$ cat config.mk
export PLATFORM = sky130hd
export DESIGN_NAME = gle_ctrl
export DESIGN_NICKNAME = d
export VERILOG_FILES = /design/src/rtl/core/gle_pkg.sv /design/src/rtl/core/gle_ctrl.sv
export SDC_FILE = /design/constraint.sdc
export NUM_CORES = 1
export LEC_CHECK = 0
export BUFFER_PORTS_ARGS = -buffer_cell sky130_fd_sc_hd__buf_2
export CAP_MARGIN = 10
export CORE_MARGIN = 2
export CORE_UTILIZATION = 40
export DETAILED_ROUTE_END_ITERATION = 6
export GPL_TIMING_DRIVEN = 0
export SYNTH_ARGS = -nofsm -noshare
export SYNTH_HDL_FRONTEND = slang
export SYNTH_SLANG_ARGS = --single-unit
$ cat constraint.sdc
create_clock -name i_clk -period 1.2 [get_ports i_clk]
set_input_delay 0.12 -clock i_clk [delete_from_list [all_inputs] [get_ports i_clk]]
set_output_delay 0.12 -clock i_clk [all_outputs]
set_load 0.05 [all_outputs]
$ cat src/rtl/core/gle_pkg.sv
// Shared types and constants for the GIF LZW encoder.
package gle_pkg;

    // Pixel is shifted by this much before the xor with the prefix when hashing
    localparam int HASH_SHIFT = 4;

    // Range of the LZW minimum code size after clamping
    localparam logic [3:0] MIN_SIZE_LO  = 4'd2;
    localparam logic [3:0] MIN_SIZE_HI  = 4'd8;
    localparam logic [3:0] MIN_SIZE_RST = 4'd2;

    typedef struct packed {
        logic [7:0] pixel;
        logic       last_pixel;
    } t_in;

    typedef struct packed {
        logic [7:0] data_byte;
        logic       block_end;
        logic       image_end;
        logic       item_done;
    } t_out;

    // One datapath operation per cycle, chosen by the controller
    typedef enum logic [4:0] {
        OP_NONE,
        OP_SWEEP,
        OP_LOAD,
        OP_START,
        OP_LOOK,
        OP_PROBE,
        OP_HIT,
        OP_MISS,
        OP_PUT,
        OP_EMIT,
        OP_WIDTH,
        OP_INS,
        OP_FIRSTPFX,
        OP_LASTPFX,
        OP_ENDCODE,
        OP_FINISH,
        OP_DONE
    } t_op;

    typedef enum logic [3:0] {
        S_SWEEP,
        S_IDLE,
        S_START,
        S_LOOK,
        S_CMP,
        S_PUT,
        S_DRAIN,
        S_FIRST,
        S_INS,
        S_LASTCHK,
        S_ENDC,
        S_FLUSH,
        S_DONE
    } t_state;

    // Where to continue once a code has been packed and drained
    typedef enum logic [2:0] {
        RET_FIRST,
        RET_INS,
        RET_LAST,
        RET_END,
        RET_FLUSH
    } t_ret;

    typedef struct packed {
        logic started;
        logic last;
        logic hit;
        logic free;
        logic exhausted;
        logic full;
        logic bc_ge8;
        logic bc_nz;
        logic emit_ok;
        logic sweep_last;
    } t_sts;

endpackage

$ cat src/rtl/core/gle_ctrl.sv
// Controller state machine of the GIF LZW encoder.
module gle_ctrl (
    input  logic          i_clk,
    input  logic          i_rst_n,
    input  logic          i_in_valid,
    output logic          o_in_ready,
    input  gle_pkg::t_sts i_sts,
    output gle_pkg::t_op  o_op
);
    import gle_pkg::*;

    t_state r_state, n_state;
    t_ret   r_ret, n_ret;
    logic   r_need_sweep, n_need_sweep;

    always_ff @(posedge i_clk) begin
        if (!i_rst_n) begin
            r_state      <= S_SWEEP;
            r_ret        <= RET_FIRST;
            r_need_sweep <= 1'b0;
        end else begin
            r_state      <= n_state;
            r_ret        <= n_ret;
            r_need_sweep <= n_need_sweep;
        end
    end

    always_comb begin
        n_state      = r_state;
        n_ret        = r_ret;
        n_need_sweep = r_need_sweep;
        o_op         = OP_NONE;
        o_in_ready   = 1'b0;
        unique case (r_state)
            S_SWEEP: begin
                o_op = OP_SWEEP;
                if (i_sts.sweep_last) begin
                    n_state = S_IDLE;
                end
            end
            S_IDLE: begin
                o_in_ready = 1'b1;
                if (i_in_valid) begin
                    o_op    = OP_LOAD;
                    n_state = i_sts.started ? S_LOOK : S_START;
                end
            end
            S_START: begin
                o_op    = OP_START;
                n_ret   = RET_FIRST;
                n_state = S_PUT;
            end
            S_LOOK: begin
                o_op    = OP_LOOK;
                n_state = S_CMP;
            end
            S_CMP: begin
                priority if (i_sts.hit) begin
                    o_op    = OP_HIT;
                    n_state = S_LASTCHK;
                end else if (i_sts.free || i_sts.exhausted) begin
                    o_op    = OP_MISS;
                    n_ret   = RET_INS;
                    n_state = S_PUT;
                end else begin
                    o_op = OP_PROBE;
                end
            end
            S_PUT: begin
                o_op    = OP_PUT;
                n_state = S_DRAIN;
            end
            S_DRAIN: begin
                if (i_sts.bc_ge8) begin
                    if (i_sts.emit_ok) begin
                        o_op = OP_EMIT;
                    end
                end else begin
                    o_op = OP_WIDTH;
                    unique case (r_ret)
                        RET_FIRST: n_state = S_FIRST;
                        RET_INS:   n_state = S_INS;
                        RET_LAST:  n_state = S_LASTCHK;
                        RET_END:   n_state = S_ENDC;
                        RET_FLUSH: n_state = S_FLUSH;
                        default:   n_state = S_LASTCHK;
                    endcase
                end
            end
            S_FIRST: begin
                o_op    = OP_FIRSTPFX;
                n_state = S_LASTCHK;
            end
            S_INS: begin
                o_op = OP_INS;
                if (i_sts.full) begin
                    // dictionary full: send a clear code, wipe the table after the beat
                    n_need_sweep = 1'b1;
                    n_ret        = RET_LAST;
                    n_state      = S_PUT;
                end else begin
                    n_state = S_LASTCHK;
                end
            end
            S_LASTCHK: begin
                if (i_sts.last) begin
                    o_op    = OP_LASTPFX;
                    n_ret   = RET_END;
                    n_state = S_PUT;
                end else begin
                    n_state = S_DONE;
                end
            end
            S_ENDC: begin
                o_op    = OP_ENDCODE;
                n_ret   = RET_FLUSH;
                n_state = S_PUT;
            end
            S_FLUSH: begin
                if (i_sts.bc_nz) begin
                    if (i_sts.emit_ok) begin
                        o_op = OP_EMIT;
                    end
                end else begin
                    o_op    = OP_FINISH;
                    n_state = S_DONE;
                end
            end
            S_DONE: begin
                if (i_sts.emit_ok) begin
                    o_op         = OP_DONE;
                    n_need_sweep = 1'b0;
                    n_state      = (r_need_sweep || i_sts.last) ? S_SWEEP : S_IDLE;
                end
            end
            default: n_state = S_SWEEP;
        endcase
    end

endmodule

# After elaboration in Yosys (flattened, before gate mapping)
# Cells that the tools add are included.
# classes
shift	0
n_mul	0
n_eq_ne	25
n_mux	31
bitwise	0
n_lt_le_gt_ge	0
reduce_logical	10
n_addsub	0
div	0
# op_table
operator	count
$pmux W5 S13	1
$pmux W4 S12	1
$mux W4	11
$eq A4 B4 Y1 const B	5
$ne A2 B2 Y1 const B	9
$eq A4 B3 Y1 const B	4
$pmux W4 S4	1
$mux W5	3
$pmux W3 S5	1
$mux W3	4
$eq A4 B2 Y1 const B	2
$mux W2	3
$reduce_and A6 Y1	1
$mux W1	5
$reduce_and A5 Y1	1
$reduce_bool A5 Y1	1
$eq A4 B1 Y1 const B	1
$logic_not A4 Y1	1
$eq A3 B1 Y1 const B	1
$eq A3 B2 Y1 const B	1
$eq A3 B3 Y1 const B	1
$logic_not A3 Y1	1
$ne A3 B3 Y1 const B	1
$reduce_and A3 Y1	1
4 further kinds	5
# word_totals
register_bits	8
n_memories	0
output_inout_bits	6
romBits	0
latchBits	0
elab_cells	69
mem_bits_rw	0

# Logic depth before layout (Yosys ltp)
# Gate-level depths: netlist (run 1).
# depth
ltp_word	4
ltp_mapped	7

# Worst setup path before layout (run 1)
# No wires, ideal clock.
# synth_timing
path_type	reg2out
startpoint	register r_state[1]
endpoint	output port o_in_ready
path_slack_ps	-1133
path_buffers	2
required_time_ps	1080
stages_incl_launch_ff	4
arrival_time_ps	2213
path_cell_list	dfxtp_1 -> buf_2 -> buf_1 -> nor4_1
# synth_via
elab_chain_len	2
# synth_lines
element	line	source
start, declared	gle_ctrl.sv:12	t_state r_state, n_state;
start signal, assigned	gle_ctrl.sv:22	r_state <= n_state;
$eq A4 B1 Y1	gle_ctrl.sv:34	unique case (r_state)
$mux W1	gle_ctrl.sv:34	
end, declared	gle_ctrl.sv:6	output logic o_in_ready,
# Every way passes these cells.

# Worst setup path in the final report (run 1)
# layout_timing
startpoint	register r_state[3]
endpoint	output port o_op[0]
# layout_via
elab_chain_len	2
elab_cells_between_ends	14
cone_classes	eq/ne (12); mux (1); reduce/logical (1)
# layout_lines
element	line	source
$eq A4 B4 Y1, or another cell as far along	gle_ctrl.sv:34	
$pmux W5 S13 (*)	gle_ctrl.sv:34	
end, declared	gle_ctrl.sv:8	output gle_pkg::t_op o_op
# Every way passes the cells marked *; elsewhere a longest branch is shown, timed or not.

==> results of run 1 <==
[report_power, final]
part	switching (mW)	total [mW]	internal, mW
registers	0.153	0.559	0.405
clock network	0.0913	0.206	0.114
logic	2.29	4.08	1.79
total	2.53	4.84	2.31
[state kept, by name, indices dropped and copies added (netlist names)]
name	count
r_ret	3
r_need_sweep	1
r_state	4
[repair_timing]
action,4_1_cts,5_1_grt
resized for setup,45,14
gates cloned,3,0
pin swaps,15,20
buffers inserted,9,6
setup endpoints to repair,13,13
hold buffers,0,0
[routing by layer]
metal | vias to the layer above | track usage [%]
met2 | 47 | 46.8
met3 | 4 | 6.06
met1 | 553 | 36.1
li1 | 537 | -
met4 | 0 | 9.72
met5 | - | 0
[cell usage after synthesis, types with 3 or more instances]
cell type / number
nand2_1: 12
nor2_1: 10
o21ai_0: 9
dfxtp_1: 8
a21oi_1: 6
a31oi_1: 6
nor3_1: 6
nor4_1: 5
o21ai_1: 5
buf_2: 4
nand3_1: 4
inv_1: 3
inv_2: 3
mux2i_1: 3
[cell families after synthesis]
kind of cell | Yosys count
buffers and inverters | 16
multiplexers | 3
AND/OR/NAND/NOR | 51
flip-flops | 8
AO/OA/AOI/OAI | 44
[per-stage QoR]
step,area [um2],worst slack (ps),cells
2_1_floorplan,962,-441,122
3_3_place_gp,1080,-287,166
3_5_place_dp,1080,-349,166
4_1_cts,1380,-438,181
5_1_grt,1450,-505,185
6_report,1450,-446,185
[worst min-delay path, delay by kind of cell]
kind	cells	cell delay (ps)
AO/OA/AOI/OAI	1	70
AND/OR/NAND/NOR	1	50
buffers and inverters	1	120
[layout make-up]
class / instances / area (um2)
Inverter: 6 / 35.0
Fill cell: 167 / 512
Multi-Input combinational cell: 98 / 796
Sequential cell: 8 / 170
Tap cell: 27 / 33.8
Clock buffer: 3 / 22.5
Timing Repair Buffer: 33 / 267
Buffer: 10 / 126
[worst max-delay path by stage]
| stage | endpoint | slack, ps |
|---|---|---|
| 5_1_grt | o_op[0] | -510 |
| 2_1_floorplan | o_op[0] | -440 |
| 6_report | o_op[0] | -450 |
| 3_5_place_dp | o_op[0] | -350 |
| 3_3_place_gp | o_op[0] | -290 |
| 4_1_cts | o_op[0] | -440 |
==> results.sh, run 1 <==
export IMPL_status="finished, violations left"
export IMPL_violations="negative setup slack"
export IMPL_synthXorXnorAreaFrac_pct=0
export IMPL_cts_root_buf="clkbuf_4"
export IMPL_cts_sink_count=8
export IMPL_crit_type="reg -> out"
export IMPL_fin_nets=173
export IMPL_rrSetupSlack_ps=-390
export IMPL_path_clk_slew_ps=60
export IMPL_wire_per_inst_um=17.1
export IMPL_netlist_area_um2=827
export IMPL_synth_area_leader_cell="dfxtp_1"
export IMPL_holdWs_ps=156
export IMPL_most_common_layout_cells="14 x buf_4, 11 x nand2_1, 11 x buf_2"
export IMPL_ys_flop_type="dfxtp_1"
export IMPL_vias=1141
export IMPL_cp_slowest_cell="dfxtp_2"
export IMPL_ys_top_cells_by_area="dfxtp_1 19%, o21ai_0 5.4%, nand2_1 5.4%"
export IMPL_critPathTopFamily="buffers and inverters"
export IMPL_dr_wl_met3_um=197
export IMPL_worst_hold_startpoint="i_sts[4]"
export IMPL_fp_row_count=16
export IMPL_async_reset_ff_share_pct=0
export IMPL_htree_levels=1
export IMPL_wirelength_met1_mm=1.35
export IMPL_wl_mm=3.17
export IMPL_antenna_found_initial=0
export IMPL_routed_top_layer="met4"
export IMPL_antenna_left=0
export IMPL_cp_cell_sequence="buf_6 -> buf_8 -> o21ai_1 -> a22oi_1 -> o211ai_1 -> buf_4"
export IMPL_drtIter0Drc=26
export IMPL_cp_required_ps=1080
export IMPL_chipHeight_um=49.5
export IMPL_post_route_period_util_pct=137
export IMPL_globalRouteOverflowTotal=0
export IMPL_die_area_um2=2450
export IMPL_wl_met2_mm=1.59
export IMPL_grt_pass1_wl_mm=5.27
export IMPL_cp_start_kind="register"
export IMPL_ir_drop_uv=2550
export IMPL_n_antenna_cell=0
export IMPL_grt_pass1_vias=1101
export IMPL_synth_top_family_by_area="compound AO/OA/AOI/OAI gates"
export IMPL_ys_seq_elements=8
export IMPL_skew_ps=5.56
export IMPL_syn2layout_area_growth_pct=75.3
export IMPL_drt_pass1_iter_count=4
export IMPL_worst_pin_slew_ps=457
export IMPL_cp_startpoint="r_state[3]$_SDFFE_PN0P_"
export IMPL_maxCapViolations=0
export IMPL_cp_max_fo=10
export IMPL_fin_util_pct=73.9
export IMPL_crit_reg2reg_capture="r_state[1]$_SDFFE_PN0P_"
export IMPL_cts_buffer_depth=2
export IMPL_synth_top_area_share_pct=19.4
export IMPL_drc=0
export IMPL_crit_buf_inv=3
export IMPL_dp_hpwl_mm=1.93
export IMPL_setup_tns_ps=-4000
export IMPL_rr_startpoint="r_state[3]$_SDFFE_PN0P_"
export IMPL_yosysSeqAreaShare_pct=19.4
export IMPL_hold_path_class="in -> reg"
export IMPL_clk_latency_ps=250
export IMPL_final_hold_viol_count=0
export IMPL_start_util_pct=42.2
export IMPL_hold_depth=3
export IMPL_synth_edf_count=0
export IMPL_dieWidth_um=49.5
export IMPL_maxSlewHeadroom_pct=69.5
export IMPL_grt_max_degree=11
export IMPL_p_total_mw=4.84
export IMPL_place_congestion=0.842
export IMPL_cts_buffers=3
export IMPL_portBuffers=17
export IMPL_slew_violations=0
export IMPL_cp_num_cells=6
export IMPL_rsz0062_at_grt="true"
export IMPL_track_usage_pct=28.2
export IMPL_core_um2=1960
export IMPL_cts_tree="done"
export IMPL_fin_ws_ps=-446
export IMPL_cellLeakagePower_nw=0.533
export IMPL_postSynthCellCount=122
export IMPL_hold_end="r_ret[1]$_SDFFE_PN0P_"
export IMPL_avgSynthCellArea_um2=6.78
export IMPL_slowest_delay_ps=320
export IMPL_r2r_cells=7
export IMPL_syn_nets=135
export IMPL_final_common_cell="buf_4"
export IMPL_critPathCaptureType="primary output"
export IMPL_vias_per_cell=6.17
export IMPL_setup_viol=14
export IMPL_synthAdderAreaFrac_pct=0
export IMPL_arrival_ps=1530
export IMPL_yosys_area_share_simple_pct=32.4
export IMPL_num_io_pins=19
export IMPL_ys_types=44
export IMPL_synth_compound_area_share_pct=35.4
export IMPL_fmax_mhz=607
export IMPL_synth_mux_area_share_pct=3.63
export IMPL_ys_warn_count=0
export IMPL_layout_drive_gt1_share_pct=55.7
export IMPL_min_period_ps=1650
export IMPL_powerDensity_nw_per_um2=3340
(Power assumes the default switching activity.)
==> run 2: changes to the inputs <==
Settings changed: ABC_AREA set to 1, CTS_CLUSTER_DIAMETER set to 30.
==> run 2 against run 1 <==
Net effect:
- the flow still finishes with violations (negative setup slack)
- worst setup slack lost 62 ps
- utilization grew 4.5 points
- largest power group unchanged
- routed wire length grew 12%
- combinational power shrank 50%
==> results.sh, run 2 <==
export IMPL_status="finished, violations left"
export IMPL_violations="negative setup slack"
export IMPL_fin_nets=221
export IMPL_start_util_pct=42.5
export IMPL_holdWs_ps=116
export IMPL_synth_area_leader_cell="nand2_1"
export IMPL_setup_tns_ps=-4150
export IMPL_worst_pin_slew_ps=332
export IMPL_cts_tree="done"
export IMPL_grt_pass1_wl_mm=4.85
export IMPL_cellLeakagePower_nw=0.825
export IMPL_p_total_mw=2.76
export IMPL_cp_cell_sequence="inv_6 -> nor2_4 -> nand2_4 -> buf_4 -> buf_4 -> o2111ai_4 -> buf_6"
export IMPL_critPathCaptureType="primary output"
export IMPL_track_usage_pct=25.3
export IMPL_rsz0062_at_grt="true"
export IMPL_min_period_ps=1710
export IMPL_switching_share_pct=52.7
export IMPL_drc=0
export IMPL_async_reset_ff_share_pct=0
export IMPL_arrival_ps=1590
export IMPL_synth_edf_count=0
export IMPL_n_antenna_cell=0
export IMPL_dp_hpwl_mm=2.04
export IMPL_p_seq_share_pct=17.8
export IMPL_dieWidth_um=49.7
export IMPL_cts_sink_count=8
export IMPL_fin_ws_ps=-508
export IMPL_syn2layout_area_growth_pct=84.3
export IMPL_netlist_area_um2=835
export IMPL_cp_start_kind="register"
export IMPL_grt_pass1_vias=1084
export IMPL_wl_mm=3.55
export IMPL_ys_top_cells_by_area="nand2_1 22%, dfxtp_1 19%, nor2_1 11%"
export IMPL_hold_path_class="in -> reg"
export IMPL_maxSlewHeadroom_pct=77.8
export IMPL_num_io_pins=19
export IMPL_crit_buf_inv=4
export IMPL_ys_warn_count=0
export IMPL_synth_top_area_share_pct=22.5
export IMPL_fillers=149
export IMPL_largest_register="r_state"
export IMPL_chipHeight_um=49.7
export IMPL_syn_nets=167
export IMPL_postSynthCellCount=154
export IMPL_top_regs="r_state (4), r_ret (3), r_need_sweep (1)"
export IMPL_synthMostInstantiatedCell="nand2_1"
export IMPL_slew_violations=0
export IMPL_clk_latency_ps=250
export IMPL_wire_per_inst_um=15.2
export IMPL_cp_required_ps=1080
export IMPL_p_switching_mw=1.46
export IMPL_final_common_cell="nand2_1"
export IMPL_yosysSeqAreaShare_pct=19.2
export IMPL_cts_root_buf="clkbuf_4"
export IMPL_place_congestion=0.890
export IMPL_ctsHoldBuffers=0
export IMPL_setup_viol=14
export IMPL_largest_reg_flops=4
export IMPL_p_int_mw=1.30
export IMPL_most_common_layout_cells="35 x nand2_1, 23 x buf_4, 15 x nor2_1, 15 x inv_1, 13 x buf_6"
export IMPL_grt_max_degree=8
export IMPL_crit_type="reg -> out"
export IMPL_ys_seq_elements=8
export IMPL_skew_ps=5.04
export IMPL_slowest_delay_ps=400
export IMPL_vias=1225
export IMPL_layout_drive_gt1_share_pct=54.6
export IMPL_post_route_period_util_pct=142
export IMPL_cts_buffers=3
export IMPL_portBuffers=18
export IMPL_drtIter0Drc=36
export IMPL_core_um2=1960
export IMPL_ys_types=19
export IMPL_vias_per_cell=5.24
export IMPL_pre_cts_ws_ps=-485
export IMPL_antenna_left=0
export IMPL_cp_common_cell="buf_4"
export IMPL_pwr_share_comb_pct=74.5
export IMPL_critPathTopFamily="buffers and inverters"
export IMPL_ys_flop_type="dfxtp_1"
export IMPL_antenna_found_initial=0
export IMPL_powerDensity_nw_per_um2=1790
export IMPL_ir_drop_uv=1350
export IMPL_cts_buffer_depth=2
export IMPL_path_clk_slew_ps=50
export IMPL_fp_row_count=16
export IMPL_drt_pass1_iter_count=4
export IMPL_die_area_um2=2470
export IMPL_avgSynthCellArea_um2=5.42
export IMPL_globalRouteOverflowTotal=0
export IMPL_fmax_mhz=585
export IMPL_synth_common_cells="50 x nand2_1, 24 x nor2_1, 18 x inv_1"
export IMPL_power_share_clock_pct=7.7
export IMPL_final_hold_viol_count=0
export IMPL_cp_slowest_cell="dfxtp_4"
export IMPL_maxCapViolations=0
export IMPL_cp_max_fo=5
export IMPL_htree_levels=1
export IMPL_fin_util_pct=78.4
-- run 2: repair_timing --
action,in CTS,in global routing
buffers inserted,17,15
setup endpoints to repair,14,14
pin swaps,17,20
gates resized for setup,39,31
-- run 2: routing by layer --
layer,up-vias,global-route usage [%],part of all wire (%)
li1,600,-,-
met1,553,32.8,41
met2,61,43.6,50
met3,11,3.03,6.7
met4,0,7.87,2.5
met5,-,0,0
-- run 2: final cells by class --
type | instances | area, um2 | area share [%]
Multi-Input combinational cell | 124 | 816 | 53.1
Timing Repair Buffer | 49 | 387 | 25.1
Sequential cell | 8 | 175 | 11.4
Inverter | 22 | 100 | 6.51
Tap cell | 27 | 33.8 | 2.20
Clock buffer | 4 | 26.3 | 1.71
-- run 2: cells by family (layout without fill, tap and decap cells) --
group,count (synthesis),after routing,synth area share [%]
AO/OA/AOI/OAI,17,17,11.8
buffers and inverters,22,75,9.89
flip-flops,8,8,19.2
AND/OR/NAND/NOR,107,107,59.1
-- run 2: worst register-to-register path, stage by stage, from the launching register on --
cell and delay (ps):
dfxtp_4 400, inv_6 60, nor2_4 160, buf_6 160, nand2_1 120, nand3_1 130, nand2_2 70, nor2_4 140
nand2_1 80, nand2_1 70, nor2_1 40
-- run 2: stage by stage --
step,std cells,area [um2]
after detailed placement,199,1040
after CTS,220,1330
final,234,1540
after floorplan,154,917
after global routing,234,1540
after global placement,199,1040
-- run 2: path summary, 6_finish.rpt --
kind | slack, ps | startpoint | end | depth (start not counted)
max | -510 | r_state[1]$_SDFFE_PN0P_ | o_op[3] | 7
min | 120 | i_rst_n | r_ret[1]$_SDFFE_PN0P_ | 3
max reg2reg | -310 | r_state[1]$_SDFFE_PN0P_ | r_ret[2]$_SDFFE_PN0P_ | 10
min reg2reg | 470 | r_need_sweep$_SDFFE_PN0P_ | r_need_sweep$_SDFFE_PN0P_ | 2
-- run 2: power by group through the flow --
stage                     sequential [mW]  clock (mW)  combinational, mW
after floorplan                     0.464           0               1.03
after global placement              0.486           0               1.29
after detailed placement            0.490           0               1.28
after CTS                           0.485       0.226               1.66
after global routing                0.499       0.240               2.20
final                               0.491       0.213               2.06
==> run 3: changes to the inputs <==
Settings changed: CORE_UTILIZATION 40 to 31.
==> run 3 against run 2 <==
Net effect:
- the run still ends with negative setup slack left
- first-iteration DRC count shrank 5.6%
- clock power is 9% higher
- critical path type unchanged
- flip-flop and latch count stayed put
- design area down 5.8%
- largest power group unchanged
- cell count is 2.6% lower
- worst setup slack better by 18 ps
==> results.sh, run 3 (same netlist as run 2, synthesis figures left out) <==
export IMPL_fmax_mhz=591
export IMPL_p_total_mw=2.60
export IMPL_place_congestion=0.959
export IMPL_final_common_cell="nand2_1"
export IMPL_powerDensity_nw_per_um2=1800
export IMPL_n_antenna_cell=0
export IMPL_dp_hpwl_mm=2.10
export IMPL_fillers=234
export IMPL_largest_reg_flops=4
export IMPL_most_common_layout_cells="36 x nand2_1, 16 x nor2_1, 16 x buf_4"
export IMPL_wl_mm=3.13
export IMPL_setup_tns_ps=-3840
export IMPL_critPathCaptureType="primary output"
export IMPL_cp_required_ps=1080
export IMPL_multiInputGateArea_um2=800
export IMPL_r2r_cells=10
export IMPL_drc=0
export IMPL_rr_startpoint="r_state[1]$_SDFFE_PN0P_"
export IMPL_worst_pin_slew_ps=390
export IMPL_pre_cts_ws_ps=-472
export IMPL_cts_buffer_depth=2
export IMPL_dieWidth_um=55.9
export IMPL_grt_pass1_vias=1181
export IMPL_holdWs_ps=115
export IMPL_antenna_found_initial=0
export IMPL_core_um2=2520
export IMPL_vias_per_cell=5.16
export IMPL_cellLeakagePower_nw=0.766
export IMPL_maxCapViolations=0
export IMPL_fin_nets=212
export IMPL_antenna_left=0
export IMPL_die_area_um2=3120
export IMPL_cts_tree="done"
export IMPL_cts_sink_count=8
export IMPL_met1_usage_pct=23.6
export IMPL_wire_per_inst_um=13.7
export IMPL_largest_register="r_state"
export IMPL_path_clk_slew_ps=70
export IMPL_post_route_period_util_pct=141
export IMPL_rsz0062_at_grt="true"
export IMPL_hold_path_class="in -> reg"
export IMPL_arrival_ps=1570
export IMPL_fin_ws_ps=-491
export IMPL_violations="negative setup slack"
export IMPL_htree_levels=1
export IMPL_layout_drive_gt1_share_pct=53.0
export IMPL_fp_row_count=18
export IMPL_hold_depth=3
export IMPL_slew_violations=0
export IMPL_syn2layout_area_growth_pct=73.6
export IMPL_cp_cell_sequence="inv_4 -> nor2_4 -> nand2_4 -> or2_4 -> o21ai_2 -> nor2_1 -> o21ai_2 -> buf_6"
export IMPL_start_util_pct=33.1
export IMPL_crit_type="reg -> out"
export IMPL_maxSlewHeadroom_pct=73.9
export IMPL_track_usage_pct=20.6
export IMPL_cp_max_fo=5
export IMPL_worst_hold_startpoint="i_rst_n"
export IMPL_cp_common_cell="o21ai_2"
export IMPL_final_hold_viol_count=0
export IMPL_cts_root_buf="clkbuf_4"
export IMPL_slowest_delay_ps=410
export IMPL_crit_buf_inv=2
export IMPL_rrSetupSlack_ps=-220
export IMPL_ir_drop_uv=1250
export IMPL_clk_latency_ps=260
export IMPL_cts_buffers=3
export IMPL_crit_reg2reg_capture="r_state[3]$_SDFFE_PN0P_"
export IMPL_grt_max_degree=7
export IMPL_regArea_um2=175
export IMPL_min_period_ps=1690
export IMPL_globalRouteMet2Util_pct=35.9
export IMPL_cp_slowest_cell="dfxtp_4"
export IMPL_num_io_pins=19
export IMPL_globalRouteOverflowTotal=0
export IMPL_top_regs="r_state (4), r_ret (3), r_need_sweep (1)"
export IMPL_drt_pass1_iter_count=4
export IMPL_cp_start_kind="register"
export IMPL_vias=1176
export IMPL_status="finished, violations left"
export IMPL_grt_pass1_wl_mm=5.06
export IMPL_chipHeight_um=55.9
export IMPL_portBuffers=18
export IMPL_critPathTopFamily="simple AND/OR/NAND/NOR gates"
export IMPL_setup_viol=14
export IMPL_hold_end="r_ret[1]$_SDFFE_PN0P_"
export IMPL_grt_busiest_layer="met2"
export IMPL_use_met3_pct=4.65
export IMPL_skew_ps=14.2
export IMPL_drtIter0Drc=34
==> run 3: worst max-delay path by stage <==
stage / startpoint / slack (ps) / depth (start not counted) / endpoint
after global routing: r_state[2]$_SDFFE_PN0P_ / -530 / 8 / o_op[1]
after global placement: r_state[0]$_SDFFE_PN0P_ / -450 / 7 / o_op[1]
after floorplan: r_state[2]$_SDFFE_PN0P_ / -210 / 7 / o_op[1]
after detailed placement: r_state[0]$_SDFFE_PN0P_ / -470 / 7 / o_op[1]
final: r_state[1]$_SDFFE_PN0P_ / -490 / 8 / o_op[1]
after CTS: r_state[2]$_SDFFE_PN0P_ / -490 / 8 / o_op[1]
==> run 3: worst reg2reg max path: cells and delay by family, from the launching register on <==
| kind | cells | cell delay, ps |
|---|---|---|
| AND/OR/NAND/NOR | 6 | 530 |
| flip-flops | 1 | 410 |
| buffers and inverters | 3 | 300 |
| AO/OA/AOI/OAI | 1 | 110 |
==> run 3: routing by layer <==
metal  share of wire [%]  vias up
met4                 3.0        0
met2                  51       33
met1                  41      549
met5                   0        -
li1                    -      584
met3                 5.1       10
==> run 3: area by class of cell <==
type | instances | area share [%]
multi-input cells | 124 | 55.2
repair buffers | 40 | 21.8
well taps | 30 | 2.59
clock buffers | 4 | 1.81
flip-flops and latches | 8 | 12.1
inverters | 22 | 6.56
==> run 3: stage by stage <==
stage / utilization, % / area, um2 / cells
2_1_floorplan: - / 917 / 154
3_3_place_gp: 41.4 / 1040 / 202
3_5_place_dp: 41.4 / 1040 / 202
4_1_cts: 55.9 / 1410 / 228
5_1_grt: 57.4 / 1450 / 228
6_report: 57.4 / 1450 / 228
==> run 3: timing repair <==
action	in CTS	in global routing
gates resized for setup	56	12
pin swaps	21	11
setup buffers	22	2
hold buffers	0	0
setup endpoints to repair	13	14
==> run 3: where the power goes <==
group | total [mW] | leakage [nW] | internal (mW) | switching [mW]
clock network | 0.232 | 0.0150 | 0.128 | 0.104
logic | 1.88 | 0.683 | 0.737 | 1.14
registers | 0.489 | 0.0680 | 0.362 | 0.127
